$ cat config.mk
export PLATFORM = sky130hd
export DESIGN_NAME = lgse_ctrl
export DESIGN_NICKNAME = d
export VERILOG_FILES = /design/src/hw/rtl/lgse_pkg.sv /design/src/hw/rtl/lgse_ctrl.sv
export SDC_FILE = /design/constraint.sdc
export NUM_CORES = 1
export LEC_CHECK = 0
export BUFFER_PORTS_ARGS = -buffer_cell sky130_fd_sc_hd__buf_2
export CAP_MARGIN = 10
export CORE_MARGIN = 8
export CORE_UTILIZATION = 50
export CTS_BUF_LIST = sky130_fd_sc_hd__clkbuf_8 sky130_fd_sc_hd__clkbuf_16
export DETAILED_ROUTE_END_ITERATION = 8
export PLACE_DENSITY_LB_ADDON = 0.05
export SETUP_SLACK_MARGIN = 0.15
export SYNTH_ARGS = -nofsm -noshare
export SYNTH_HDL_FRONTEND = slang
export SYNTH_SLANG_ARGS = --single-unit
$ cat constraint.sdc
create_clock -name clk -period 2.3 [get_ports clk]
set_input_delay 0.23 -clock clk [delete_from_list [all_inputs] [get_ports clk]]
set_output_delay 0.23 -clock clk [all_outputs]
set_load 0.1 [all_outputs]
$ cat src/hw/rtl/lgse_pkg.sv
// Shared types and constants for the life grid step engine.
// No dependencies; used by life_grid_step_engine, lgse_ctrl and lgse_dpath.
`default_nettype none

package lgse_pkg;

    localparam int DEF_MAX_COLUMNS = 64;
    localparam int DEF_MAX_ROWS    = 64;

    localparam int CFG_IDX_W  = 2;
    localparam int CFG_DATA_W = 7;
    localparam int SUM_W      = 11;

    localparam logic [CFG_IDX_W-1:0] REG_WIDTH  = 2'd0;
    localparam logic [CFG_IDX_W-1:0] REG_HEIGHT = 2'd1;
    localparam logic [CFG_IDX_W-1:0] REG_WRAP   = 2'd2;

    localparam logic [2:0] CMD_WRITE  = 3'd0;
    localparam logic [2:0] CMD_READ   = 3'd1;
    localparam logic [2:0] CMD_TOGGLE = 3'd2;
    localparam logic [2:0] CMD_STEP   = 3'd3;
    localparam logic [2:0] CMD_CLEAR  = 3'd4;

    typedef enum logic [2:0] {
        RES_NONE   = 3'd0,
        RES_COORD  = 3'd1,
        RES_CELL   = 3'd2,
        RES_STEP   = 3'd3,
        RES_REFUSE = 3'd4
    } res_kind_t;

    typedef struct packed {
        logic      latch_in;
        logic      cell_wr;
        logic      cell_rd;
        logic      toggle_wr;
        logic      clr_en;
        logic      sweep_init;
        logic      copy_en;
        logic      calc_en;
        logic      res_load;
        res_kind_t res_kind;
    } ctrl_t;

    typedef struct packed {
        logic [2:0] cmd;
        logic       coord_bad;
        logic       wrap_on;
        logic       clr_last;
        logic       copy_last;
        logic       calc_last;
    } stat_t;

endpackage

`default_nettype wire

$ cat src/hw/rtl/lgse_ctrl.sv
// Controller state machine: sequences cell commands, clears and generation steps.
// Depends on lgse_pkg; drives lgse_dpath through ctrl_t.
`default_nettype none

module lgse_ctrl (
    input  wire logic            clk,
    input  wire logic            rst_n,
    input  wire logic            in_valid,
    input  wire logic            out_stall,
    input  wire lgse_pkg::stat_t stat,
    output lgse_pkg::ctrl_t      ctrl,
    output logic                 in_stall,
    output logic                 out_valid
);

    typedef enum logic [8:0] {
        S_INIT     = 9'b000000001,
        S_IDLE     = 9'b000000010,
        S_DECODE   = 9'b000000100,
        S_CELL     = 9'b000001000,
        S_CLEAR    = 9'b000010000,
        S_COPY     = 9'b000100000,
        S_COPY_END = 9'b001000000,
        S_CALC     = 9'b010000000,
        S_RESP     = 9'b100000000
    } state_t;

    state_t              state_reg, state_next;
    lgse_pkg::res_kind_t kind_reg, kind_next;
    logic                out_valid_reg, out_valid_next;

    always_comb
    begin
        state_next     = state_reg;
        kind_next      = kind_reg;
        ctrl           = '0;
        ctrl.res_kind  = kind_reg;
        out_valid_next = out_valid_reg && out_stall;
        unique case (state_reg)
            S_INIT:
            begin
                ctrl.clr_en = 1'b1;
                if (stat.clr_last)
                    state_next = S_IDLE;
            end
            S_IDLE:
            begin
                if (in_valid)
                begin
                    ctrl.latch_in = 1'b1;
                    state_next    = S_DECODE;
                end
            end
            S_DECODE:
            begin
                state_next = S_RESP;
                kind_next  = lgse_pkg::RES_NONE;
                if (stat.cmd == lgse_pkg::CMD_WRITE || stat.cmd == lgse_pkg::CMD_READ
                    || stat.cmd == lgse_pkg::CMD_TOGGLE)
                begin
                    kind_next = stat.coord_bad ? lgse_pkg::RES_COORD : lgse_pkg::RES_CELL;
                    if (!stat.coord_bad && stat.cmd == lgse_pkg::CMD_WRITE)
                        ctrl.cell_wr = 1'b1;
                    else if (!stat.coord_bad)
                    begin
                        ctrl.cell_rd = 1'b1;
                        state_next   = S_CELL;
                    end
                end
                else if (stat.cmd == lgse_pkg::CMD_STEP)
                begin
                    if (!stat.wrap_on)
                        kind_next = lgse_pkg::RES_REFUSE;
                    else
                    begin
                        ctrl.sweep_init = 1'b1;
                        state_next      = S_COPY;
                    end
                end
                else if (stat.cmd == lgse_pkg::CMD_CLEAR)
                    state_next = S_CLEAR;
            end
            S_CELL:
            begin
                ctrl.toggle_wr = (stat.cmd == lgse_pkg::CMD_TOGGLE);
                state_next     = S_RESP;
            end
            S_CLEAR:
            begin
                ctrl.clr_en = 1'b1;
                if (stat.clr_last)
                    state_next = S_RESP;
            end
            S_COPY:
            begin
                ctrl.copy_en = 1'b1;
                if (stat.copy_last)
                    state_next = S_COPY_END;
            end
            S_COPY_END:
            begin
                ctrl.sweep_init = 1'b1;
                state_next      = S_CALC;
            end
            S_CALC:
            begin
                ctrl.calc_en = 1'b1;
                if (stat.calc_last)
                begin
                    kind_next  = lgse_pkg::RES_STEP;
                    state_next = S_RESP;
                end
            end
            S_RESP:
            begin
                if (!out_valid_reg || !out_stall)
                begin
                    ctrl.res_load  = 1'b1;
                    out_valid_next = 1'b1;
                    state_next     = S_IDLE;
                end
            end
            default: state_next = S_INIT;
        endcase
    end

    always_ff @(posedge clk or negedge rst_n)
    begin
        if (!rst_n)
        begin
            state_reg     <= S_INIT;
            kind_reg      <= lgse_pkg::RES_NONE;
            out_valid_reg <= 1'b0;
        end
        else
        begin
            state_reg     <= state_next;
            kind_reg      <= kind_next;
            out_valid_reg <= out_valid_next;
        end
    end

    assign in_stall  = (state_reg != S_IDLE);
    assign out_valid = out_valid_reg;

endmodule

`default_nettype wire

==> results by group, run 1 <==
Logic synthesis
  • Per-instance average area after synthesis: 8.86 um2
  • Most common library cells after synthesis: dfrtp_1 (12), nor2_1 (12), nand2_1 (9), nor4b_1 (9), o21ai_0 (7)
  • Cell count after synthesis: 103
  • Dominant register cell in the synthesized netlist: dfrtp_1
  • Synth Area in Adders: 0
  • Post-synthesis share of cell area spent on xor and xnor gates: 0.0384
  • Distinct cells, synth: 38
  • Part of the Yosys area used for sequential elements: 0.358
  • Yosys warnings: 0
  • Proportion of netlist area held by the largest area contributor: 0.329
  • Combinational family with the most area after synthesis: simple AND/OR/NAND/NOR gates
  • Total standard cell area after synthesis: 912 um2
  • EDFF count, synth: 0
  • Dominant cell type by area after synthesis: dfrtp_1
  • Simple-gate share of the synthesized area: 0.395
  • Number of synthesized register bits: 13
  • Syn nets: 115
  • Fraction of registers with async set/reset: 1.00
  • Area fraction in compound gates after synthesis: 0.156
  • Leading cell types by total area after synthesis: dfrtp_1 (33%), nor4b_1 (8.6%), nor2_1 (4.9%)
  • Proportion of synthesized area in mux cells: 0

Clocking
  • CTS root buf: clkbuf_8
  • H-tree depth: 1
  • Insertion delay of the later-clocked pin in the worst-skew pair: 0.24 ns
  • CTS tree: built
  • Inserted Clock Buffers: 3
  • Clock-pin slew reported for the worst setup and hold paths after clock tree synthesis: 0.06 ns
  • CTS Buffer Depth: 2
  • Number of sinks driven by the clock tree: 13

STA
  • Post-route clock period utilization: 0.933
  • Slew Viols, Final: 0
  • Setup repair after global routing missed its margin: true
  • Worst-case clock skew: 0.00324 ns
  • Slew HR: 0.669
  • Setup Viol. Count Final: 0
  • Slew @ Worst Pin: 0.500 ns
  • Min cycle time layout: 2.15 ns
  • Final Hold Viols: 0
  • Highest Clock Rate: 466 MHz
  • Total Neg Setup Slack: 0 ns

Placed design
  • Total cell area at the placement stage: 1270 um2
  • Final weighted congestion in routability-driven placement: 0.845
  • Cell total after placement: 153
  • Port Buffers: 25
  • Detail Placement HPWL: 1900 um

Detailed routing
  • Total wire length: 2720 um
  • Routed wirelength normalized by instance count: 16.3 um
  • Via count: 978
  • Detailed-route vias per instance: 5.86
  • Number of remaining DRC errors: 0
  • Number of nets with antenna violations after detailed routing: 0
  • Number of iterations in the first detailed-routing pass: 4
  • Number of DRC violations after detailed-routing iteration 0: 27

Floorplanning
  • Number of primary I/O pins: 26
  • Core box area: 1730 um2
  • Chip height: 58.7 um
  • Area of the die: 3450 um2
  • Starting Density: 0.528
  • Overall die width: 58.7 um
  • FP Rows: 15

Critical path
  • Cells traversed along the worst timing path: or4_4, nor2_4, nor4b_4, buf_12
  • Master of the slowest instance on the critical path: or4_4
  • Peak per-stage delay on the critical path: 0.59 ns
  • Critical path data required time: 2.07 ns
  • Classification of the worst setup path: reg -> out
  • Capturing element type of the critical path: output port
  • Crit start category: flop
  • Top fanout value on the critical path: 5
  • CP Data Arrival Time: 1.92 ns

Global route
  • Maximum number of pins on one net before global-route repair: 14
  • First-pass GRT wire length: 4350 um
  • Antenna violations before repair: 0
  • Total Routing Usage GR: 0.157
  • Global route overflow: 0
  • Number of global-route vias before repair: 961

Pwr
  • Worst ir drop on vdd: 1.11 mV
  • Power per unit of standard cell area: 1070 nW/um2
  • Leakage component of the power: 0.619 nW

Hold path
  • Class of the tightest hold or removal check: in -> reg

Finish
  • Flip-flop count of the largest register after layout: 9
  • Post-Layout Cell Count: 167
  • Post-route cell area: 1440 um2
  • Area grow syn2layout: 57.5%
  • Share of layout cells above drive strength 1: 0.458
  • Antenna diodes: 0
  • Layout net count: 155

Outcome
  • Result of the run: completed

Job
  • Number of maximum-capacitance constraint violations: 0
## path summary, 6_finish.rpt
kind	to	cells after the start	start	slack, ns
worst min-delay path	state_reg[5]$_DFFE_PN0P_	2	stat[1]	0.21
min in group asynchronous	state_reg[7]$_DFFE_PN0P_	2	rst_n	0.40
worst min register to register	kind_reg[1]$_DFFE_PN0P_	2	kind_reg[1]$_DFFE_PN0P_	0.52
max in group asynchronous	state_reg[0]$_DFFE_PN1P_	2	rst_n	1.61
worst max-delay path	ctrl[7]	4	state_reg[2]$_DFFE_PN0P_	0.15
worst max register to register	state_reg[8]$_DFFE_PN0P_	5	state_reg[2]$_DFFE_PN0P_	0.44
## worst max-delay path: cells and delay by family, from the launching register on
| kind | cells | cell delay (ns) |
|---|---|---|
| AND/OR/NAND/NOR | 3 | 1.04 |
| flip-flops | 1 | 0.41 |
| buffers and inverters | 1 | 0.21 |
## metrics by stage
| stage | hold slack (ns) | total power, mW | utilization | worst slack, ns |
|---|---|---|---|---|
| after floorplan | -0.0656 | 1.00 | - | -0.196 |
| after global placement | 0.133 | 1.18 | 0.734 | 0.242 |
| after detailed placement | 0.136 | 1.18 | 0.734 | 0.180 |
| after CTS | 0.210 | 1.46 | 0.801 | 0.148 |
| after global routing | 0.217 | 1.60 | 0.832 | 0.0944 |
| final | 0.209 | 1.53 | 0.832 | 0.153 |
## report_power, final
| part | internal (mW) | switching [mW] | leakage [nW] |
|---|---|---|---|
| Clock | 0.120 | 0.0857 | 0.0255 |
| Combinational | 0.334 | 0.666 | 0.425 |
| Sequential | 0.287 | 0.0397 | 0.169 |
## per-layer routing
metal  wire (um)  GRT usage  up-vias
met5           0          0        -
met4          40     0.0580        0
met3         159     0.0413        6
met2        1350      0.252       34
met1        1170      0.196      475
li1            -          -      463
## cell families after synthesis
group           after synthesis
compound gates               22
simple gates                 56
xor+xnor                      4
flops                        13
buf+inv                       8
## layout make-up
type                    count  area [um2]
inverters                   3        11.3
fillers                   105         290
flip-flops and latches     13         329
clock inverters             1        5.00
well taps                  25        31.3
repair buffers             40         352
clock buffers               3        41.3
multi-input cells          82         667
## cell usage in the layout (no fill, tap or decap), drive strengths merged, types with 2 or more instances in the layout
cell type	count
xnor2	2
nand4	2
inv	3
nor3	2
o21ai	7
nor2b	2
nand2b	3
a21oi	5
dfrtp	12
buf	38
nand3	5
nor2	12
o22ai	3
nor4b	9
or3	3
clkbuf	4
xor2	2
nand2	9
## what timing repair did
action,CTS,global route
hold buffers,1,0
buffers inserted,5,4
gates resized for setup,5,5
endpoints found under the hold margin,12,0
pin swaps,4,5
setup endpoints to repair,5,7
gates cloned,0,0
(Power assumes the default switching activity.)
==> run 2, diff against run 1 <==
- BUFFER_PORTS_ARGS: -buffer_cell sky130_fd_sc_hd__buf_2 -> unset
- CELL_PAD_IN_SITES_DETAIL_PLACEMENT: unset -> 2
- CELL_PAD_IN_SITES_GLOBAL_PLACEMENT: unset -> 2
- CORE_UTILIZATION: 50 -> 35
- CTS_BUF_LIST: sky130_fd_sc_hd__clkbuf_8 sky130_fd_sc_hd__clkbuf_16 -> unset
- DONT_BUFFER_PORTS: unset -> 1
==> results by group, run 2 (synthesis gave the netlist of run 1 again) <==
STA
  • Setup Viol. Count Final: 0 (unchanged)
  • Slew Viols, Final: 0 (unchanged)
  • Min cycle time layout: 2.22 ns (was 2.15 ns)
  • Post-route clock period utilization: 0.967 (was 0.933)
  • Worst-case clock skew: 0.00278 ns (was 0.00324 ns)
  • Setup repair after global routing missed its margin: true (unchanged)
  • Worst Hold Slack: 0.0186 ns (was 0.209 ns)
  • Slew HR: 0.598 (was 0.669)
  • Final Hold Viols: 0 (unchanged)
  • Highest Clock Rate: 450 MHz (was 466 MHz)
  • Slew @ Worst Pin: 0.601 ns (was 0.500 ns)

Pwr
  • Worst ir drop on vdd: 0.805 mV (was 1.11 mV)
  • Power per unit of standard cell area: 1100 nW/um2 (was 1070 nW/um2)
  • Leakage component of the power: 0.589 nW (was 0.619 nW)

Floorplanning
  • Number of primary I/O pins: 26 (unchanged)
  • Chip height: 67.1 um (was 58.7 um)
  • Starting Density: 0.368 (was 0.528)
  • FP Rows: 18 (was 15)
  • Area of the die: 4500 um2 (was 3450 um2)
  • Core box area: 2480 um2 (was 1730 um2)
  • Overall die width: 67.1 um (was 58.7 um)

Clocking
  • CTS root buf: clkbuf_4 (was clkbuf_8)
  • H-tree depth: 1 (unchanged)
  • Inserted Clock Buffers: 3 (unchanged)
  • Number of sinks driven by the clock tree: 13 (unchanged)
  • CTS tree: built (unchanged)
  • Insertion delay of the later-clocked pin in the worst-skew pair: 0.28 ns (was 0.24 ns)
  • Clock-pin slew reported for the worst setup and hold paths after clock tree synthesis: 0.08 ns (was 0.06 ns)
  • CTS Buffer Depth: 2 (unchanged)

Job
  • Number of maximum-capacitance constraint violations: 0 (unchanged)

Detailed routing
  • Total wire length: 4600 um (was 2720 um)
  • Number of iterations in the first detailed-routing pass: 4 (unchanged)
  • Routed wirelength normalized by instance count: 27.9 um (was 16.3 um)
  • Number of remaining DRC errors: 0 (unchanged)
  • Number of DRC violations after detailed-routing iteration 0: 35 (was 27)
  • Number of nets with antenna violations after detailed routing: 0 (unchanged)
  • Detailed-route vias per instance: 6.14 (was 5.86)
  • Via count: 1013 (was 978)

Finish
  • Area grow syn2layout: 56.0% (was 57.5%)
  • Most used cells in the layout excluding fill and tap cells: buf_4 (24), nand2_1 (9), dfrtp_1 (9), nor2_1 (8), buf_12 (7) (was buf_2 (17), buf_4 (13), dfrtp_1 (10), nor2_1 (9), nand2_1 (9))
  • Post-Layout Cell Count: 165 (was 167)
  • Layout net count: 148 (was 155)
  • Core Util, Final: 0.574 (was 0.832)
  • Antenna diodes: 0 (unchanged)
  • Flip-flop count of the largest register after layout: 9 (unchanged)
  • Post-route cell area: 1420 um2 (was 1440 um2)
  • Share of layout cells above drive strength 1: 0.459 (was 0.458)
  • Most common cell after layout, fill and taps aside: buf_4 (was buf_2)

Critical path
  • Critical path data required time: 2.07 ns (about the same)
  • Top fanout value on the critical path: 5 (unchanged)
  • Crit start category: flop (unchanged)
  • CP Data Arrival Time: 1.99 ns (was 1.92 ns)
  • Classification of the worst setup path: reg -> out (unchanged)
  • Capturing element type of the critical path: output port (unchanged)

Placed design
  • Total cell area at the placement stage: 1250 um2 (was 1270 um2)
  • Cell total after placement: 149 (was 153)
  • Final weighted congestion in routability-driven placement: 0.847 (was 0.845)
  • Detail Placement HPWL: 2620 um (was 1900 um)
  • Port Buffers: 0 (was 25)

Global route
  • Total Routing Usage GR: 0.194 (was 0.157)
  • Antenna violations before repair: 0 (unchanged)
  • Number of global-route vias before repair: 1163 (was 961)
  • Maximum number of pins on one net before global-route repair: 14 (unchanged)
  • First-pass GRT wire length: 6390 um (was 4350 um)
  • Global route overflow: 0 (unchanged)

Outcome
  • Result of the run: completed (unchanged)

Hold path
  • Class of the tightest hold or removal check: in -> reg (unchanged)
-- run 2: per-layer routing --
| layer | global-route usage | wire length, um | share of wire | vias to the layer above |
|---|---|---|---|---|
| li1 | - | - | - | 451 |
| met1 | 0.213 | 1780 | 0.39 | 513 |
| met2 | 0.352 | 2350 | 0.51 | 35 |
| met3 | 0.0604 | 291 | 0.063 | 14 |
| met4 | 0.0444 | 178 | 0.039 | 0 |
| met5 | 0 | 0 | 0 | - |
-- run 2: worst max-delay path, cell delays in order, from the launching register on --
cell	delay, ns
dfrtp_1	0.40
or4_4	0.60
nor2_4	0.16
nand3_2	0.16
a21oi_4	0.19
buf_12	0.19
-- run 2: power breakdown --
part	total, mW	switching, mW	leakage (nW)	internal [mW]
Sequential	0.356	0.0682	0.167	0.288
Clock	0.145	0.0804	0.0177	0.0647
Combinational	1.07	0.715	0.404	0.355
Total	1.57	0.864	0.589	0.708
-- run 2: area by class of cell --
cell class | instances | area, um2
Timing Repair Buffer | 33 | 342
Inverter | 3 | 11.3
Clock inverter | 1 | 5.00
Fill cell | 240 | 1050
Tap cell | 30 | 37.5
Multi-Input combinational cell | 82 | 674
Sequential cell | 13 | 330
Clock buffer | 3 | 22.5
-- run 2: per-stage QoR --
| step | setup WS [ns] | TNS (ns) | total power [mW] |
|---|---|---|---|
| finish | 0.0754 | 0 | 1.57 |
| global route | -0.00136 | -0.00136 | 1.63 |
| CTS | 0.0897 | 0 | 1.47 |
| detailed placement | 0.216 | 0 | 1.23 |
| global placement | 0.268 | 0 | 1.20 |
| floorplan | -0.196 | -0.678 | 1.00 |
-- run 2: final timing paths --
| check | cells after the start | endpoint | slack, ns | startpoint |
|---|---|---|---|---|
| min in group asynchronous | 1 | kind_reg[2]$_DFFE_PN0P_ | 0.39 | rst_n |
| worst min register to register | 1 | state_reg[0]$_DFFE_PN1P_ | 0.69 | state_reg[0]$_DFFE_PN1P_ |
| worst max register to register | 7 | state_reg[0]$_DFFE_PN1P_ | 0.28 | state_reg[0]$_DFFE_PN1P_ |
| max in group asynchronous | 1 | state_reg[1]$_DFFE_PN0P_ | 1.49 | rst_n |
| worst max-delay path | 5 | ctrl[3] | 0.08 | state_reg[7]$_DFFE_PN0P_ |
| worst min-delay path | 1 | state_reg[3]$_DFFE_PN0P_ | 0.02 | stat[4] |
-- run 2: what timing repair did --
item                                    CTS  global route
endpoints found under the hold margin    13             0
buffers inserted                          8             3
hold buffers                              1             0
gates resized for setup                   8             5
pin swaps                                 7             5
endpoints found under the setup margin    7             8
